===== src/sv/rtlu_pkg.sv =====
// Shared types and constants for the route table lookup/update/dump unit.
// No dependencies; imported by every module of the block but rtlu_ram.
package rtlu_pkg;

   localparam int TABLE_DEPTH_DEF = 8;
   localparam int WORD_W          = 32;
   localparam int METRIC_W        = 5;
   localparam int WORDS_PER_ENTRY = 5;
   localparam int WCNT_W          = 3;

   localparam logic [METRIC_W-1:0] METRIC_INF = 5'd16;

   typedef enum logic [1:0] {
      OPC_LOOKUP  = 2'd0,
      OPC_UPDATE  = 2'd1,
      OPC_REQUEST = 2'd2
   } opcode_type;

   typedef enum logic [1:0] {
      KIND_GATEWAY  = 2'd0,
      KIND_DONE     = 2'd1,
      KIND_RESPONSE = 2'd2
   } kind_type;

   typedef enum logic [1:0] {
      PHASE_ADDR    = 2'd0,
      PHASE_METRIC  = 2'd1,
      PHASE_GATEWAY = 2'd2
   } phase_type;

   typedef enum logic [2:0] {
      SRC_GATEWAY,
      SRC_ZERO,
      SRC_HEADER,
      SRC_ADDRESS,
      SRC_REQUESTER
   } src_type;

   typedef enum logic [2:0] {
      ST_IDLE,
      ST_SCAN,
      ST_SCAN_TAIL,
      ST_LOOKUP_DONE,
      ST_UPDATE_DONE,
      ST_DUMP_READ,
      ST_DUMP_EMIT
   } state_type;

   // controller -> datapath
   typedef struct packed {
      logic     load_pend_addr;
      logic     load_pend_metric;
      logic     start_lookup;
      logic     start_update;
      logic     load_requester;
      logic     scan_issue;
      logic     idx_inc;
      logic     write_append;
      logic     write_metric;
      logic     out_load;
      src_type  out_src;
      kind_type out_kind;
      logic     out_last;
   } dp_cmd_type;

   // datapath -> controller
   typedef struct packed {
      logic count_zero;
      logic count_full;
      logic idx_last;
      logic found;
      logic metric_lower;
   } dp_status_type;

endpackage


===== src/sv/route_table_lookup_update_dump_unit.sv =====
// Top level of the route table unit: controller plus datapath.
// Depends on rtlu_pkg, rtlu_ctrl, rtlu_dp (and rtlu_ram below it).
//
//   channel | ports          | tdata        | tuser       | tlast
//   --------+----------------+--------------+-------------+-----------
//   request | req_t*  (in)   | value[31:0]  | opcode[1:0] | -
//   result  | rsp_t*  (out)  | word[31:0]   | kind[1:0]   | last
//   config  | csr_*   (in)   | command_version_word on csr_wdata
//
// A lookup or the third update word scans the valid entries (no scan on an
// empty table); first/second update words and opcode 3 need no scan, and a
// table request emits five words per valid entry. The single-write, single-read
// table memories are scanned one entry per cycle.
// Reset clears the entry count, update phase and header register at once;
// there is no clearing pass over the table.
// Results sit in an output register; a stalled rsp_tready holds the
// controller in its done or emit state, while req_tready is high only in idle.
module route_table_lookup_update_dump_unit import rtlu_pkg::*; #(
   parameter int TABLE_DEPTH = TABLE_DEPTH_DEF
) (
   input  logic              clock,
   input  logic              reset,
   // request channel
   input  logic              req_tvalid,
   output logic              req_tready,
   input  logic [WORD_W-1:0] req_tdata,   // [31:0] value
   input  logic [1:0]        req_tuser,   // [1:0] opcode
   // result channel
   output logic              rsp_tvalid,
   input  logic              rsp_tready,
   output logic [WORD_W-1:0] rsp_tdata,   // [31:0] word
   output logic [1:0]        rsp_tuser,   // [1:0] kind
   output logic              rsp_tlast,
   // header word register
   input  logic              csr_wen,
   input  logic [WORD_W-1:0] csr_wdata
);

   dp_cmd_type    cmd;
   dp_status_type status;
   kind_type      out_kind;

   rtlu_ctrl u_ctrl (
      .clock      (clock),
      .reset      (reset),
      .req_tvalid (req_tvalid),
      .req_tready (req_tready),
      .req_tuser  (req_tuser),
      .rsp_tvalid (rsp_tvalid),
      .rsp_tready (rsp_tready),
      .status     (status),
      .cmd        (cmd)
   );

   rtlu_dp #(.TABLE_DEPTH(TABLE_DEPTH)) u_dp (
      .clock     (clock),
      .reset     (reset),
      .csr_wen   (csr_wen),
      .csr_wdata (csr_wdata),
      .req_value (req_tdata),
      .cmd       (cmd),
      .status    (status),
      .out_word  (rsp_tdata),
      .out_kind  (out_kind),
      .out_last  (rsp_tlast)
   );

   assign rsp_tuser = out_kind;

endmodule


===== src/sv/rtlu_ram.sv =====
// Generic single-write, single-read RAM with registered read data.
// No dependencies.
module rtlu_ram #(
   parameter int WIDTH = 32,
   parameter int DEPTH = 8,
   parameter int AW    = (DEPTH > 1) ? $clog2(DEPTH) : 1
) (
   input  logic             clock,
   input  logic             wr_en,
   input  logic [AW-1:0]    wr_addr,
   input  logic [WIDTH-1:0] wr_data,
   input  logic [AW-1:0]    rd_addr,
   output logic [WIDTH-1:0] rd_data
);

   logic [WIDTH-1:0] mem [DEPTH];
   logic [WIDTH-1:0] rd_data_ff;

   always_ff @(posedge clock) begin
      if (wr_en) begin
         mem[wr_addr] <= wr_data;
      end
      rd_data_ff <= mem[rd_addr];
   end

   assign rd_data = rd_data_ff;

endmodule


===== src/sv/rtlu_dp.sv =====
// Datapath: table memories, pending update, scan compare and result payload.
// Depends on rtlu_pkg and rtlu_ram.
module rtlu_dp import rtlu_pkg::*; #(
   parameter int TABLE_DEPTH = TABLE_DEPTH_DEF
) (
   input  logic                clock,
   input  logic                reset,
   input  logic                csr_wen,
   input  logic [WORD_W-1:0]   csr_wdata,
   input  logic [WORD_W-1:0]   req_value,
   input  dp_cmd_type          cmd,
   output dp_status_type       status,
   output logic [WORD_W-1:0]   out_word,
   output kind_type            out_kind,
   output logic                out_last
);

   localparam int IDX_W = (TABLE_DEPTH > 1) ? $clog2(TABLE_DEPTH) : 1;
   localparam int CNT_W = $clog2(TABLE_DEPTH + 1);

   logic [WORD_W-1:0]   cfg_ff, cfg_in;
   logic [CNT_W-1:0]    count_ff, count_in;
   logic [WORD_W-1:0]   pend_addr_ff, pend_addr_in;
   logic [METRIC_W-1:0] pend_metric_ff, pend_metric_in;
   logic [WORD_W-1:0]   key_ff, key_in;
   logic [WORD_W-1:0]   upd_gw_ff, upd_gw_in;
   logic [WORD_W-1:0]   requester_ff, requester_in;
   logic [IDX_W-1:0]    idx_ff, idx_in;
   logic                cmp_vld_ff, cmp_vld_in;
   logic [IDX_W-1:0]    cmp_idx_ff, cmp_idx_in;
   logic [WORD_W-1:0]   gw_ff, gw_in;
   logic                found_ff, found_in;
   logic [IDX_W-1:0]    found_idx_ff, found_idx_in;
   logic [METRIC_W-1:0] found_metric_ff, found_metric_in;
   logic [WORD_W-1:0]   out_word_ff, out_word_in;
   kind_type            out_kind_ff, out_kind_in;
   logic                out_last_ff, out_last_in;

   logic [WORD_W-1:0]   addr_rdata, gw_rdata;
   logic [METRIC_W-1:0] met_rdata;
   logic [IDX_W-1:0]    wr_idx;
   logic                met_we;
   logic                hit;

   assign wr_idx = cmd.write_append ? count_ff[IDX_W-1:0] : found_idx_ff;
   assign met_we = cmd.write_append | cmd.write_metric;

   rtlu_ram #(.WIDTH(WORD_W), .DEPTH(TABLE_DEPTH)) u_addr_ram (
      .clock   (clock),
      .wr_en   (cmd.write_append),
      .wr_addr (wr_idx),
      .wr_data (pend_addr_ff),
      .rd_addr (idx_ff),
      .rd_data (addr_rdata)
   );

   rtlu_ram #(.WIDTH(WORD_W), .DEPTH(TABLE_DEPTH)) u_gw_ram (
      .clock   (clock),
      .wr_en   (cmd.write_append),
      .wr_addr (wr_idx),
      .wr_data (upd_gw_ff),
      .rd_addr (idx_ff),
      .rd_data (gw_rdata)
   );

   rtlu_ram #(.WIDTH(METRIC_W), .DEPTH(TABLE_DEPTH)) u_met_ram (
      .clock   (clock),
      .wr_en   (met_we),
      .wr_addr (wr_idx),
      .wr_data (pend_metric_ff),
      .rd_addr (idx_ff),
      .rd_data (met_rdata)
   );

   assign hit = cmp_vld_ff && (addr_rdata == key_ff);

   always_comb begin
      cfg_in          = csr_wen ? csr_wdata : cfg_ff;
      count_in        = cmd.write_append ? count_ff + CNT_W'(1) : count_ff;
      pend_addr_in    = cmd.load_pend_addr ? req_value : pend_addr_ff;
      pend_metric_in  = pend_metric_ff;
      if (cmd.load_pend_metric) begin
         // metrics above infinity saturate
         pend_metric_in = (req_value > WORD_W'(METRIC_INF)) ? METRIC_INF
                                                             : req_value[METRIC_W-1:0];
      end
      key_in          = key_ff;
      upd_gw_in       = upd_gw_ff;
      requester_in    = cmd.load_requester ? req_value : requester_ff;
      idx_in          = idx_ff;
      cmp_vld_in      = cmd.scan_issue;
      cmp_idx_in      = cmd.scan_issue ? idx_ff : cmp_idx_ff;
      gw_in           = gw_ff;
      found_in        = found_ff;
      found_idx_in    = found_idx_ff;
      found_metric_in = found_metric_ff;

      if (cmd.start_lookup || cmd.start_update) begin
         key_in   = cmd.start_update ? pend_addr_ff : req_value;
         gw_in    = '0;
         found_in = 1'b0;
         idx_in   = '0;
      end
      if (cmd.start_update) begin
         upd_gw_in = req_value;
      end
      if (cmd.load_requester) begin
         idx_in = '0;
      end
      if (cmd.scan_issue || cmd.idx_inc) begin
         idx_in = idx_ff + IDX_W'(1);
      end

      // lookup keeps the last hit, update keeps the first
      if (hit) begin
         gw_in = gw_rdata;
         if (!found_ff) begin
            found_in        = 1'b1;
            found_idx_in    = cmp_idx_ff;
            found_metric_in = met_rdata;
         end
      end

      out_word_in = out_word_ff;
      out_kind_in = out_kind_ff;
      out_last_in = out_last_ff;
      if (cmd.out_load) begin
         out_kind_in = cmd.out_kind;
         out_last_in = cmd.out_last;
         case (cmd.out_src)
            SRC_GATEWAY:   out_word_in = gw_ff;
            SRC_ZERO:      out_word_in = '0;
            SRC_HEADER:    out_word_in = cfg_ff + WORD_W'(met_rdata);
            SRC_ADDRESS:   out_word_in = addr_rdata;
            SRC_REQUESTER: out_word_in = requester_ff;
            default:       out_word_in = '0;
         endcase
      end
   end

   always_ff @(posedge clock) begin
      if (reset) begin
         cfg_ff     <= '0;
         count_ff   <= '0;
         cmp_vld_ff <= 1'b0;
      end else begin
         cfg_ff     <= cfg_in;
         count_ff   <= count_in;
         cmp_vld_ff <= cmp_vld_in;
      end
   end

   always_ff @(posedge clock) begin
      pend_addr_ff    <= pend_addr_in;
      pend_metric_ff  <= pend_metric_in;
      key_ff          <= key_in;
      upd_gw_ff       <= upd_gw_in;
      requester_ff    <= requester_in;
      idx_ff          <= idx_in;
      cmp_idx_ff      <= cmp_idx_in;
      gw_ff           <= gw_in;
      found_ff        <= found_in;
      found_idx_ff    <= found_idx_in;
      found_metric_ff <= found_metric_in;
      out_word_ff     <= out_word_in;
      out_kind_ff     <= out_kind_in;
      out_last_ff     <= out_last_in;
   end

   assign status.count_zero   = (count_ff == '0);
   assign status.count_full   = (count_ff == CNT_W'(TABLE_DEPTH));
   assign status.idx_last     = ((CNT_W'(idx_ff) + CNT_W'(1)) == count_ff);
   assign status.found        = found_ff;
   assign status.metric_lower = (found_metric_ff > pend_metric_ff);

   assign out_word = out_word_ff;
   assign out_kind = out_kind_ff;
   assign out_last = out_last_ff;

endmodule


===== src/sv/rtlu_ctrl.sv =====
// Controller: sequences lookup scans, update writes and table dumps.
// Depends on rtlu_pkg; drives rtlu_dp through dp_cmd_type.
module rtlu_ctrl import rtlu_pkg::*; (
   input  logic          clock,
   input  logic          reset,
   input  logic          req_tvalid,
   output logic          req_tready,
   input  logic [1:0]    req_tuser,
   output logic          rsp_tvalid,
   input  logic          rsp_tready,
   input  dp_status_type status,
   output dp_cmd_type    cmd
);

   state_type         state_ff, state_in;
   phase_type         phase_ff, phase_in;
   logic              upd_ff, upd_in;
   logic [WCNT_W-1:0] wcnt_ff, wcnt_in;
   logic              valid_ff, valid_in;
   logic              out_free;
   logic              accept;

   assign out_free = !valid_ff || rsp_tready;
   assign accept   = req_tvalid && req_tready;

   always_comb begin
      state_in   = state_ff;
      phase_in   = phase_ff;
      upd_in     = upd_ff;
      wcnt_in    = wcnt_ff;
      cmd        = '0;
      req_tready = 1'b0;

      case (state_ff)
         ST_IDLE: begin
            req_tready = 1'b1;
            if (accept) begin
               case (req_tuser)
                  OPC_LOOKUP: begin
                     cmd.start_lookup = 1'b1;
                     upd_in           = 1'b0;
                     state_in         = status.count_zero ? ST_LOOKUP_DONE : ST_SCAN;
                  end
                  OPC_UPDATE: begin
                     case (phase_ff)
                        PHASE_ADDR: begin
                           cmd.load_pend_addr = 1'b1;
                           phase_in           = PHASE_METRIC;
                        end
                        PHASE_METRIC: begin
                           cmd.load_pend_metric = 1'b1;
                           phase_in             = PHASE_GATEWAY;
                        end
                        PHASE_GATEWAY: begin
                           cmd.start_update = 1'b1;
                           phase_in         = PHASE_ADDR;
                           upd_in           = 1'b1;
                           state_in = status.count_zero ? ST_UPDATE_DONE : ST_SCAN;
                        end
                        default: phase_in = PHASE_ADDR;
                     endcase
                  end
                  OPC_REQUEST: begin
                     cmd.load_requester = 1'b1;
                     if (!status.count_zero) begin
                        state_in = ST_DUMP_READ;
                     end
                  end
                  default: ;  // unused opcode: dropped
               endcase
            end
         end
         ST_SCAN: begin
            cmd.scan_issue = 1'b1;
            if (status.idx_last) begin
               state_in = ST_SCAN_TAIL;
            end
         end
         ST_SCAN_TAIL: begin
            // last compare lands this cycle
            state_in = upd_ff ? ST_UPDATE_DONE : ST_LOOKUP_DONE;
         end
         ST_LOOKUP_DONE: begin
            if (out_free) begin
               cmd.out_load = 1'b1;
               cmd.out_src  = SRC_GATEWAY;
               cmd.out_kind = KIND_GATEWAY;
               cmd.out_last = 1'b1;
               state_in     = ST_IDLE;
            end
         end
         ST_UPDATE_DONE: begin
            if (out_free) begin
               cmd.write_metric = status.found && status.metric_lower;
               cmd.write_append = !status.found && !status.count_full;
               cmd.out_load     = 1'b1;
               cmd.out_src      = SRC_ZERO;
               cmd.out_kind     = KIND_DONE;
               cmd.out_last     = 1'b1;
               state_in         = ST_IDLE;
            end
         end
         ST_DUMP_READ: begin
            wcnt_in  = '0;
            state_in = ST_DUMP_EMIT;
         end
         ST_DUMP_EMIT: begin
            if (out_free) begin
               cmd.out_load = 1'b1;
               cmd.out_kind = KIND_RESPONSE;
               case (wcnt_ff)
                  WCNT_W'(0): cmd.out_src = SRC_HEADER;
                  WCNT_W'(1): cmd.out_src = SRC_ADDRESS;
                  WCNT_W'(4): cmd.out_src = SRC_REQUESTER;
                  default:    cmd.out_src = SRC_ZERO;
               endcase
               if (wcnt_ff == WCNT_W'(WORDS_PER_ENTRY - 1)) begin
                  cmd.out_last = status.idx_last;
                  if (status.idx_last) begin
                     state_in = ST_IDLE;
                  end else begin
                     cmd.idx_inc = 1'b1;
                     state_in    = ST_DUMP_READ;
                  end
               end else begin
                  wcnt_in = wcnt_ff + WCNT_W'(1);
               end
            end
         end
         default: state_in = ST_IDLE;
      endcase

      if (cmd.out_load) begin
         valid_in = 1'b1;
      end else if (rsp_tready) begin
         valid_in = 1'b0;
      end else begin
         valid_in = valid_ff;
      end
   end

   always_ff @(posedge clock) begin
      if (reset) begin
         state_ff <= ST_IDLE;
         phase_ff <= PHASE_ADDR;
         upd_ff   <= 1'b0;
         wcnt_ff  <= '0;
         valid_ff <= 1'b0;
      end else begin
         state_ff <= state_in;
         phase_ff <= phase_in;
         upd_ff   <= upd_in;
         wcnt_ff  <= wcnt_in;
         valid_ff <= valid_in;
      end
   end

   assign rsp_tvalid = valid_ff;

endmodule


===== config.mk =====
export PLATFORM = sky130hd
export DESIGN_NAME = route_table_lookup_update_dump_unit
export DESIGN_NICKNAME = d
export VERILOG_FILES = /design/src/sv/rtlu_pkg.sv /design/src/sv/route_table_lookup_update_dump_unit.sv /design/src/sv/rtlu_ram.sv /design/src/sv/rtlu_dp.sv /design/src/sv/rtlu_ctrl.sv
export SDC_FILE = /design/constraint.sdc
export NUM_CORES = 1
export LEC_CHECK = 0
export BUFFER_PORTS_ARGS = -buffer_cell sky130_fd_sc_hd__buf_2
export CAP_MARGIN = 10
export CELL_PAD_IN_SITES_DETAIL_PLACEMENT = 0
export CELL_PAD_IN_SITES_GLOBAL_PLACEMENT = 1
export CORE_ASPECT_RATIO = 1.4
export CORE_MARGIN = 1
export CORE_UTILIZATION = 40
export CTS_CLUSTER_DIAMETER = 50
export CTS_CLUSTER_SIZE = 8
export DETAILED_ROUTE_END_ITERATION = 8
export MAX_ROUTING_LAYER = met4
export PLACE_DENSITY = 0.58
export SETUP_SLACK_MARGIN = 0.15
export SLEW_MARGIN = 15
export SYNTH_ARGS = -nofsm -noshare
export SYNTH_HDL_FRONTEND = slang
export SYNTH_SLANG_ARGS = --single-unit

===== constraint.sdc =====
create_clock -name clock -period 15.23 [get_ports clock]
set_input_delay 1.523 -clock clock [delete_from_list [all_inputs] [get_ports clock]]
set_output_delay 1.523 -clock clock [all_outputs]
set_load 0.005 [all_outputs]

==> run_results.csv, run 1 <==
group,metric,value,unit
global_routing,grt-busiest-layer,"met2",
floorplanning,start_util,0.404,
yosys,mappedNetlistArea,33600,sq um
final_layout,fin_util,0.473,
yosys,synthArstFlopShare,0,
timing,grt_setup_unrepaired,"false",
clock_tree,post_cts_buffers,0,
power,ir_worst_vdd,125,uV
clock_tree,cts_tree,"built",
global_routing,grt_pass1_wl,123,mm
clock_tree,clk_path_buf_depth,3,
placement,dp_cells,2878,
yosys,synth_fp_nets,1837,
min_path,hp-class,"reg2reg",
placement,place_hpwl,49.9,mm
clock_tree,post_cts_resize_count,0,
critical_path,r2r.worst_path.cells,7,
critical_path,critPathArrivalTime,4.44,ns
timing,tightestPinTransition,1.17,ns
timing,fin_crit_sh,0.271,
timing,fmax,243,MHz
global_routing,grt_overflow_total,0,
critical_path,end_kind,"flop",
yosys,synthFlopType,"edfxtp_1",
critical_path,start_kind,"input port",
timing,fin_ws,11.11,ns
final_layout,multi_input_area,7880,sq um
global_routing,met3_usage,0.0384,
floorplanning,die_h,345,um
critical_path,endpoint,"u_dp.u_gw_ram.mem[2][30]",
critical_path,crit_required,15.55,ns
final_layout,seq_area,25300,sq um
timing,setup_viol,0,
global_routing,antenna_found_initial,1,
flow_run,drv_cap,0,
yosys,synth_seq_area_share,0.755,
clock_tree,clock-root-buffer,"clkbuf_16",
global_routing,use_met2,0.360,
timing,finalMaxSlewViolations,0,
yosys,synth_edf_count,766,
floorplanning,die_area,85100,sq um
power,power.leakage,12.9,nW
floorplanning,ios,108,
timing,setup_tns,0,ns
global_routing,grt_usage,0.212,
clock_tree,clk_latency,0.70,ns
final_layout,final_area,39300,sq um
yosys,syn_inst,1741,
timing,finalHoldViolCount,0,
drt,wl_per_cell,27.5,um
critical_path,startpoint,"rsp_tready",
placement,place.gp.congestion,0.757,
drt,dr_total_vias,16883,
clock_tree,htreeDepth,4,
drt,wirelength,85.3,mm
critical_path,rr_endpoint,"u_dp.u_gw_ram.mem[2][30]",
critical_path,crit_type,"in2reg",
clock_tree,cts.clk_slew.worst_paths,0.05,ns
final_layout,fin_nets,2027,
drt,drtAntennaViolNets,0,
final_layout,drive_gt1_frac,0.272,
yosys,synth.avg_cell_area,19.3,sq um
floorplanning,die_w,247,um
floorplanning,rows,125,
placement,place_area,35500,sq um
final_layout,fillers,6945,
yosys,synth_warnings,0,
power,cellPowerDensity,166,nW/um^2
yosys,synth_seq_cells,883,
global_routing,grt_pass1_vias,17899,
clock_tree,cts_sinks,883,
placement,port_buffers,107,
floorplanning,coreArea,83000,sq um
timing,max-slew-margin-rel,0.222,
timing,fin_worst_skew,0.0216,ns
critical_path,crit_fanout,38,
drt,drtIter0Drc,1417,
yosys,synth.distinct_cells,62,
outcome,outcome,"finished, violations left",
global_routing,grt_max_degree,112,
critical_path,r2r_slack,11.34,ns
global_routing,met1_usage,0.264,
drt,drc_errors,20,
outcome,violations,"DRC",
drt,via_per_inst,5.44,
drt,first_pass_iters,9,
critical_path,timing.rr.start,"u_dp.count_ff[1]",
clock_tree,holdBufCountCts,0,
placement,pre_cts_ws,10.32,ns
final_layout,synthToLayoutAreaGrowth,17.0,%
timing,min_period,4.12,ns
final_layout,diodes,0,
final_layout,layout.cells.non_filler,3103,
clock_tree,cts-buffers-inserted,130,
registers in the layout, summed over array words and instances (netlist names), 5 cells and up:
name / flops
u_dp.u_addr_ram.mem: 256
u_dp.requester_ff: 32
u_dp.u_met_ram.mem: 40
u_dp.u_gw_ram.rd_data: 32
u_dp.key_ff: 32
u_dp.out_word: 32
u_dp.gw_ff: 32
u_dp.upd_gw_ff: 32
u_dp.cfg_ff: 32
u_dp.u_gw_ram.mem: 256
u_dp.u_addr_ram.rd_data: 32
u_dp.found_metric_ff: 5
u_dp.pend_addr_ff: 32
u_dp.u_met_ram.rd_data: 5
u_dp.pend_metric_ff: 5
worst max-delay path: stages:
cell and delay [ns]:
buf_2 0.11, nor2b_1 0.17, nor4_2 0.46, nand2_1 0.40, nor2_4 0.96, buf_4 0.75
synthesized netlist by cell type (all sizes together) (29+ instances only):
library cell,instances,area [sq um]
a222oi,29,290
inv,35,131
nand2,38,143
and2,35,219
o21ai,44,220
mux2,99,1110
xor2,43,377
mux4,138,3110
mux2i,33,330
dfxtp,117,2340
clkbuf,45,169
nor2,69,259
buf,32,158
edfxtp,766,23000
where the power goes:
group / total, mW / switching [mW] / internal [mW] / leakage [nW]
sequential: 2.92 / 0.121 / 2.80 / 7.88
combinational: 0.962 / 0.493 / 0.469 / 3.22
clock: 2.64 / 1.01 / 1.62 / 1.81
layout by cell type (no fill, tap or decap), types with 4 or more instances in the layout:
cell,count
a211oi_1,4
a21oi_1,25
a222oi_1,29
a22oi_1,4
a31oi_1,5
and2_1,35
buf_2,107
buf_4,26
clkbuf_1,77
clkbuf_16,133
clkinv_8,4
dfxtp_1,117
edfxtp_1,766
ha_1,24
inv_1,34
inv_6,6
mux2_2,99
mux2i_1,33
mux4_2,138
nand2_1,38
nand2b_1,5
nand3_1,14
nand3b_1,6
nand4_1,11
nor2_1,61
nor2_4,8
nor2b_1,6
nor3_1,12
nor3_2,4
nor4_1,17
nor4_2,5
o21ai_0,35
o21ai_1,9
xnor2_1,26
xor2_1,43
layout make-up:
| class | count | area share |
|---|---|---|
| inverters | 35 | 0.00335 |
| multi-input cells | 746 | 0.201 |
| clock inverters | 14 | 0.00395 |
| well taps | 1079 | 0.0344 |
| flip-flops and latches | 883 | 0.645 |
| repair buffers | 135 | 0.0198 |
| clock buffers | 211 | 0.0925 |
cell families (layout without fill, tap and decap cells):
group	Yosys count	count (layout)	synth area share
adders and majority gates	25	25	0.00954
DFF	883	883	0.755
buffers and inverters	112	395	0.0136
and+or+nand+nor	246	246	0.0405
AOI/OAI and AO/OA	135	135	0.0271
xor gates and xnor gates	70	70	0.0185
muxes	270	270	0.136
layer usage:
metal  vias up  part of all wire
li1       7373                 -
met1      8934              0.42
met2       471              0.52
met3       105             0.047
met4         0             0.015
met5         -                 0
through the flow:
| stage | hold WS, ns | power, mW |
|---|---|---|
| after floorplan | 0.400 | 3.61 |
| after global placement | 0.404 | 3.96 |
| after global routing | 0.441 | 6.76 |
| after detailed placement | 0.410 | 3.95 |
| final | 0.431 | 6.52 |
| after CTS | 0.434 | 6.60 |
worst min path at each step:
stage | slack (ns) | endpoint | start | depth (start not counted)
after floorplan | 0.40 | u_dp.found_idx_ff[0] | u_dp.cmp_idx_ff[0] | 0
after global placement | 0.40 | u_dp.found_idx_ff[0] | u_dp.cmp_idx_ff[0] | 0
after detailed placement | 0.41 | u_dp.found_idx_ff[0] | u_dp.cmp_idx_ff[0] | 0
after CTS | 0.43 | u_dp.found_idx_ff[2] | u_dp.cmp_idx_ff[2] | 0
after global routing | 0.44 | u_dp.found_idx_ff[0] | u_dp.cmp_idx_ff[0] | 0
final | 0.43 | u_dp.found_idx_ff[0] | u_dp.cmp_idx_ff[0] | 0
No activity file was read; power rests on OpenSTA's default activity.
==> run 2: changes to the inputs <==
clock period = 3.8 ns   (was 15.23 ns; I/O delays follow)
==> run_results.csv, run 2 (synthesis gave the netlist of run 1 again) <==
group,metric,value,unit
floorplanning,ios,108,
final_layout,fillers,6858,
outcome,outcome,"finished, violations left",
critical_path,rr_endpoint,"u_dp.u_gw_ram.mem[3][24]",
critical_path,crit_buf_inv,2,
power,ir_worst_vdd,414,uV
clock_tree,cts_tree,"built",
clock_tree,clock-root-buffer,"clkbuf_16",
drt,drtIter0Drc,1442,
drt,dr_total_vias,17179,
timing,setup_viol,0,
placement,port_buffers,107,
clock_tree,cts.clk_slew.worst_paths,0.05,ns
outcome,violations,"DRC",
power,p_int,19.8,mW
critical_path,crit_family,"simple AND/OR/NAND/NOR gates",
timing,min_period,3.23,ns
flow_run,drv_cap,0,
global_routing,grt_pass1_wl,123,mm
power,power,26.2,mW
clock_tree,cts_sinks,883,
min_path,hold_path_end,"u_dp.requester_ff[2]",
min_path,holdPathStages,1,
power,switching_share,0.246,
global_routing,grt_pass1_vias,18063,
floorplanning,die_w,247,um
critical_path,r2r.worst_path.cells,7,
clock_tree,clk_latency,0.70,ns
final_layout,final_cell_mix,"edfxtp_1, mux4_2, clkbuf_16, dfxtp_1, buf_2",
timing,finalHoldViolCount,0,
global_routing,grt_overflow_total,0,
critical_path,crit_type,"reg2reg",
final_layout,final_common_cell,"edfxtp_1",
timing,whs,0.0279,ns
drt,first_pass_iters,9,
power,switching_power,6.45,mW
timing,fin_crit_sh,0.849,
drt,via_per_inst,5.40,
power,cellPowerDensity,652,nW/um^2
critical_path,crit_slowest_cell,"nor2_4",
timing,fin_worst_skew,0.0341,ns
final_layout,synthToLayoutAreaGrowth,19.9,%
final_layout,fin_nets,2107,
timing,finalMaxSlewViolations,0,
global_routing,antenna_found_initial,2,
placement,place_hpwl,50.7,mm
floorplanning,rows,125,
drt,drtAntennaViolNets,0,
power,p_clk_frac,0.403,
floorplanning,die_area,85100,sq um
placement,place.gp.congestion,0.795,
critical_path,critPathArrivalTime,3.61,ns
critical_path,timing.rr.start,"u_dp.count_ff[1]",
critical_path,crit_fanout,19,
critical_path,r2r_slack,0.57,ns
drt,wirelength,86.2,mm
critical_path,start_kind,"flop",
floorplanning,start_util,0.404,
critical_path,end_kind,"flop",
power,power.leakage,13.3,nW
clock_tree,post_cts_buffers,0,
final_layout,largestRegisters,"u_dp.u_addr_ram.mem x256, u_dp.u_gw_ram.mem x256, u_dp.u_met_ram.mem x40",
floorplanning,die_h,345,um
global_routing,grt_max_degree,140,
timing,max-slew-margin-rel,0.258,
timing,grt_setup_unrepaired,"false",
critical_path,cp_slowest_stage_delay,0.78,ns
clock_tree,htreeDepth,4,
min_path,min-delay-start,"req_tdata[2]",
clock_tree,clk_path_buf_depth,3,
drt,wl_per_cell,27.1,um
power,pwr-share-seq,0.445,
min_path,hp-class,"in2reg",
drt,drc_errors,26,
floorplanning,coreArea,83000,sq um
clock_tree,cts-buffers-inserted,130,
final_layout,drive_gt1_frac,0.272,
critical_path,cp_cell_sequence,"inv_1, ha_1, and3b_1, nor4_2, nand2_1, nor2_4, buf_12",
critical_path,crit_required,4.18,ns
timing,tightestPinTransition,1.11,ns
timing,fmax,310,MHz
power,power_frac_comb,0.151,
global_routing,grt_usage,0.213,
[run 2: cell count changes in the layout (fill, tap and decap cells not counted), sizes merged]
cell and delta:
dlygate4sd3 +56, buf +24, diode +1, clkinv -4, clkbuf +7, inv -4
[run 2: through the flow]
stage / setup slack, ns / area [sq um] / util / setup TNS, ns / std cells
3_5_place_dp: 0.660 / 35900 / 0.432 / 0 / 2902
5_1_grt: 0.359 / 40200 / 0.484 / 0 / 3183
2_1_floorplan: -0.729 / 33600 / - / -92.93 / 1741
3_3_place_gp: 0.672 / 35800 / 0.431 / 0 / 2900
4_1_cts: 0.620 / 40200 / 0.484 / 0 / 3182
6_report: 0.572 / 40200 / 0.484 / 0 / 3183
[run 2: cell type report]
type / instances / area (sq um) / share of cell area
diodes: 1 / 2.50 / 0.0000622
clock buffers: 218 / 3740 / 0.0930
clock inverters: 6 / 56.3 / 0.00140
inverters: 35 / 131 / 0.00327
multi-input cells: 746 / 7880 / 0.196
flip-flops and latches: 883 / 25300 / 0.630
well taps: 1079 / 1350 / 0.0336
repair buffers: 215 / 1730 / 0.0429
[run 2: power groups by stage]
| stage | Clock, mW | Combinational, mW | Sequential (mW) |
|---|---|---|---|
| 2_1_floorplan | 0 | 2.83 | 11.6 |
| 3_3_place_gp | 0 | 4.00 | 11.9 |
| 3_5_place_dp | 0 | 4.00 | 11.9 |
| 4_1_cts | 10.8 | 4.08 | 11.7 |
| 5_1_grt | 11.2 | 4.27 | 11.7 |
| 6_report | 10.6 | 3.98 | 11.7 |
[run 2: timing repair]
| action | CTS | global route |
|---|---|---|
| gates resized for setup | 0 | 0 |
| endpoints found under the setup margin | 0 | 0 |
| hold endpoints to repair | 93 | 0 |
| hold buffers | 56 | 0 |
[run 2: per-layer routing]
| layer | track usage | wire (um) | vias to the layer above |
|---|---|---|---|
| met5 | - | 0 | - |
| met4 | 0.0719 | 2320 | 0 |
| met3 | 0.0422 | 4320 | 138 |
| met1 | 0.263 | 35800 | 9016 |
| li1 | - | - | 7529 |
| met2 | 0.349 | 43800 | 496 |
[run 2: worst max path at each step]
stage / cells after the start / start / to
3_5_place_dp: 7 / u_dp.count_ff[1] / u_dp.u_gw_ram.mem[3][22]
6_report: 7 / u_dp.count_ff[1] / u_dp.u_gw_ram.mem[3][24]
4_1_cts: 7 / u_dp.count_ff[1] / u_dp.u_gw_ram.mem[3][24]
5_1_grt: 7 / u_dp.count_ff[1] / u_dp.u_gw_ram.mem[3][24]
3_3_place_gp: 7 / u_dp.count_ff[1] / u_dp.u_gw_ram.mem[3][22]
2_1_floorplan: 7 / u_dp.count_ff[1] / u_dp.u_addr_ram.mem[1][0]
==> run 3: changes to the inputs <==
ABC_AREA = 1   (was default)
PLACE_DENSITY = 0.62   (was 0.58)
clock period = 3.3 ns   (was 3.8 ns; I/O delays follow)
==> run_results.csv, run 3 <==
group,metric,value,unit
power,power_frac_comb,0.154,
timing,fin_worst_skew,0.0328,ns
critical_path,crit_required,3.70,ns
power,power.leakage,14.8,nW
power,pwr-share-seq,0.436,
final_layout,final_common_cell,"edfxtp_1",
clock_tree,cts_tree,"built",
final_layout,synthToLayoutAreaGrowth,19.9,%
drt,drtIter0Drc,1824,
yosys,synth_warnings,0,
critical_path,critPathArrivalTime,3.21,ns
drt,drc_errors,0,
clock_tree,htreeDepth,4,
min_path,hold_path_end,"u_dp.cfg_ff[4]",
floorplanning,start_util,0.406,
final_layout,drive_gt1_frac,0.121,
final_layout,largestRegisters,"u_dp.u_addr_ram.mem x256, u_dp.u_gw_ram.mem x256, u_dp.u_met_ram.mem x40",
clock_tree,clk_path_buf_depth,3,
timing,finalHoldViolCount,0,
critical_path,r2r_slack,0.49,ns
placement,place.gp.congestion,1.10,
yosys,synth.distinct_cells,44,
yosys,synthArstFlopShare,0,
timing,finalMaxSlewViolations,0,
global_routing,use_met2,0.388,
clock_tree,cts_sinks,883,
final_layout,fin_util,0.486,
yosys,synthFlopType,"edfxtp_1",
placement,dp_cells,4158,
drt,first_pass_iters,5,
power,switching_share,0.284,
critical_path,timing.rr.start,"u_ctrl.state_ff[1]",
placement,pre_cts_ws,0.489,ns
flow_run,drv_cap,0,
global_routing,grt-busiest-layer,"met2",
floorplanning,coreArea,86000,sq um
yosys,synth_common_cells,"edfxtp_1, nor2_1, nand2_1, o21ai_0, inv_1",
timing,max-slew-margin-rel,0.308,
clock_tree,cts.clk_slew.worst_paths,0.05,ns
floorplanning,rows,127,
yosys,syn_inst,2964,
drt,wl_per_cell,23.0,um
power,p_clk_frac,0.410,
timing,grt_setup_unrepaired,"false",
yosys,synth_top_area_cell,"edfxtp_1",
drt,via_per_inst,5.28,
floorplanning,die_area,88400,sq um
min_path,min-delay-start,"csr_wen",
floorplanning,die_w,252,um
final_layout,fin_nets,3289,
yosys,synth_seq_area_share,0.727,
clock_tree,post_cts_buffers,0,
drt,drtAntennaViolNets,0,
yosys,synth_fp_nets,3060,
critical_path,crit_path_frequent_cell,"inv_2",
clock_tree,post_cts_resize_count,0,
clock_tree,clock-root-buffer,"clkbuf_16",
yosys,synth_most_common_cell,"edfxtp_1",
placement,port_buffers,107,
power,cellPowerDensity,735,nW/um^2
critical_path,cp_slowest_stage_delay,0.53,ns
yosys,mappedNetlistArea,34900,sq um
placement,place_hpwl,67.4,mm
clock_tree,cts-buffers-inserted,132,
drt,wirelength,102,mm
timing,fin_ws,0.492,ns
critical_path,end_kind,"flop",
final_layout,final_cell_mix,"edfxtp_1, nor2_1, nand2_1, o21ai_0, inv_1",
global_routing,grt_pass1_wl,151,mm
global_routing,met1_usage,0.308,
critical_path,r2r.worst_path.cells,11,
yosys,synth_seq_cells,883,
power,switching_power,8.73,mW
min_path,holdPathStages,3,
yosys,synth_edf_count,766,
global_routing,antenna_found_initial,3,
min_path,hp-class,"in2reg",
yosys,synth.avg_cell_area,11.8,sq um
power,p_int,22.0,mW
power,ir_worst_vdd,471,uV
global_routing,grt_overflow_total,0,
global_routing,grt_max_degree,129,
timing,fin_crit_sh,0.851,
timing,setup_tns,0,ns
yosys,synth_area_leaders,"edfxtp_1, dfxtp_1, nor2_1, o21ai_0, nand2_1",
global_routing,met3_usage,0.0440,
timing,fmax,356,MHz
critical_path,rr_endpoint,"u_dp.u_addr_ram.mem[5][2]",
global_routing,grt_usage,0.240,
timing,min_period,2.81,ns
floorplanning,ios,108,
critical_path,start_kind,"flop",
power,power,30.7,mW
critical_path,crit_type,"reg2reg",
critical_path,crit_slowest_cell,"nor2_4",
critical_path,cp_cell_sequence,"inv_2, ha_4, nand2_2, inv_2, nand2_4, nor3_4, inv_2, o21ai_2, nand2_1, nor2_4, buf_12",
critical_path,crit_fanout,20,
drt,dr_total_vias,23477,
timing,tightestPinTransition,1.03,ns
final_layout,layout.cells.non_filler,4449,
timing,setup_viol,0,
floorplanning,die_h,351,um
clock_tree,clk_latency,0.72,ns
outcome,outcome,"complete, no violations",
global_routing,grt_pass1_vias,23363,
yosys,synth_top_area_frac,0.660,
==> run 3: cell count changes after synthesis, moves of 40 or more <==
cell / delta
nor3_1: +40
o22ai_1: +67
nand2_1: +309
o21ai_0: +308
clkbuf_1: +49
a31oi_1: +64
inv_1: +138
mux2_2: -99
nor2_1: +538
mux4_2: -138
nand3_1: +59
==> run 3: worst max path at each step <==
stage                        from                          end  slack (ns)  depth (start not counted)
6_report       u_ctrl.state_ff[1]    u_dp.u_addr_ram.mem[5][2]        0.49                         11
5_1_grt        u_ctrl.state_ff[1]    u_dp.u_addr_ram.mem[5][2]        0.31                         12
4_1_cts        u_ctrl.state_ff[1]    u_dp.u_addr_ram.mem[5][2]        0.47                         11
3_5_place_dp       u_dp.idx_ff[0]  u_dp.u_addr_ram.rd_data[28]        0.49                          7
3_3_place_gp       u_dp.idx_ff[0]  u_dp.u_addr_ram.rd_data[28]        0.51                          7
2_1_floorplan  u_ctrl.state_ff[1]    u_dp.u_addr_ram.mem[0][0]       -0.19                         10
==> run 3: through the flow <==
step	hold slack, ns	cell area [sq um]
final	0.0428	41800
after global routing	0.0106	41800
after CTS	0.00345	41800
after detailed placement	0.405	37300
after global placement	0.402	37300
after floorplan	0.400	34900
==> run 3: kinds of logic after synthesis <==
group / share of synthesized area
adder cells (fa/ha/maj): 0.00919
XOR/XNOR: 0.00301
buffers and inverters: 0.0367
flip-flops: 0.727
AO/OA/AOI/OAI: 0.0871
AND/OR/NAND/NOR: 0.137
==> run 3: what timing repair did <==
action,4_1_cts,5_1_grt
endpoints found under the setup margin,0,0
hold buffers,62,0
endpoints found under the hold margin,127,0
==> run 3: layer usage <==
layer / up-vias / share of wire
li1: 10914 / -
met1: 11649 / 0.43
met2: 754 / 0.48
met3: 160 / 0.058
met4: 0 / 0.025
met5: - / 0
==> run 3: worst max-delay path, delay by kind of cell (launching register included) <==
family,cells,cell delay (ns)
DFF,1,0.34
and+or+nand+nor,5,1.22
adders and majority gates,1,0.18
AOI/OAI and AO/OA,1,0.18
buffers and inverters,4,0.56
==> run 3: final cells by class <==
type                    count  area, sq um
diodes                      1         2.50
multi-input cells        1760         8380
clock inverters            15          159
fillers                  7671        44200
flip-flops and latches    883        25300
well taps                1161         1450
repair buffers            235         2000
inverters                 181          692
clock buffers             213         3750
==> run 3: power groups by stage <==
stage	Sequential, mW	Clock, mW	Combinational [mW]
floorplan	13.3	0	2.94
global placement	13.6	0	4.65
detailed placement	13.6	0	4.66
CTS	13.4	12.8	4.74
global route	13.4	13.2	5.22
finish	13.4	12.6	4.72
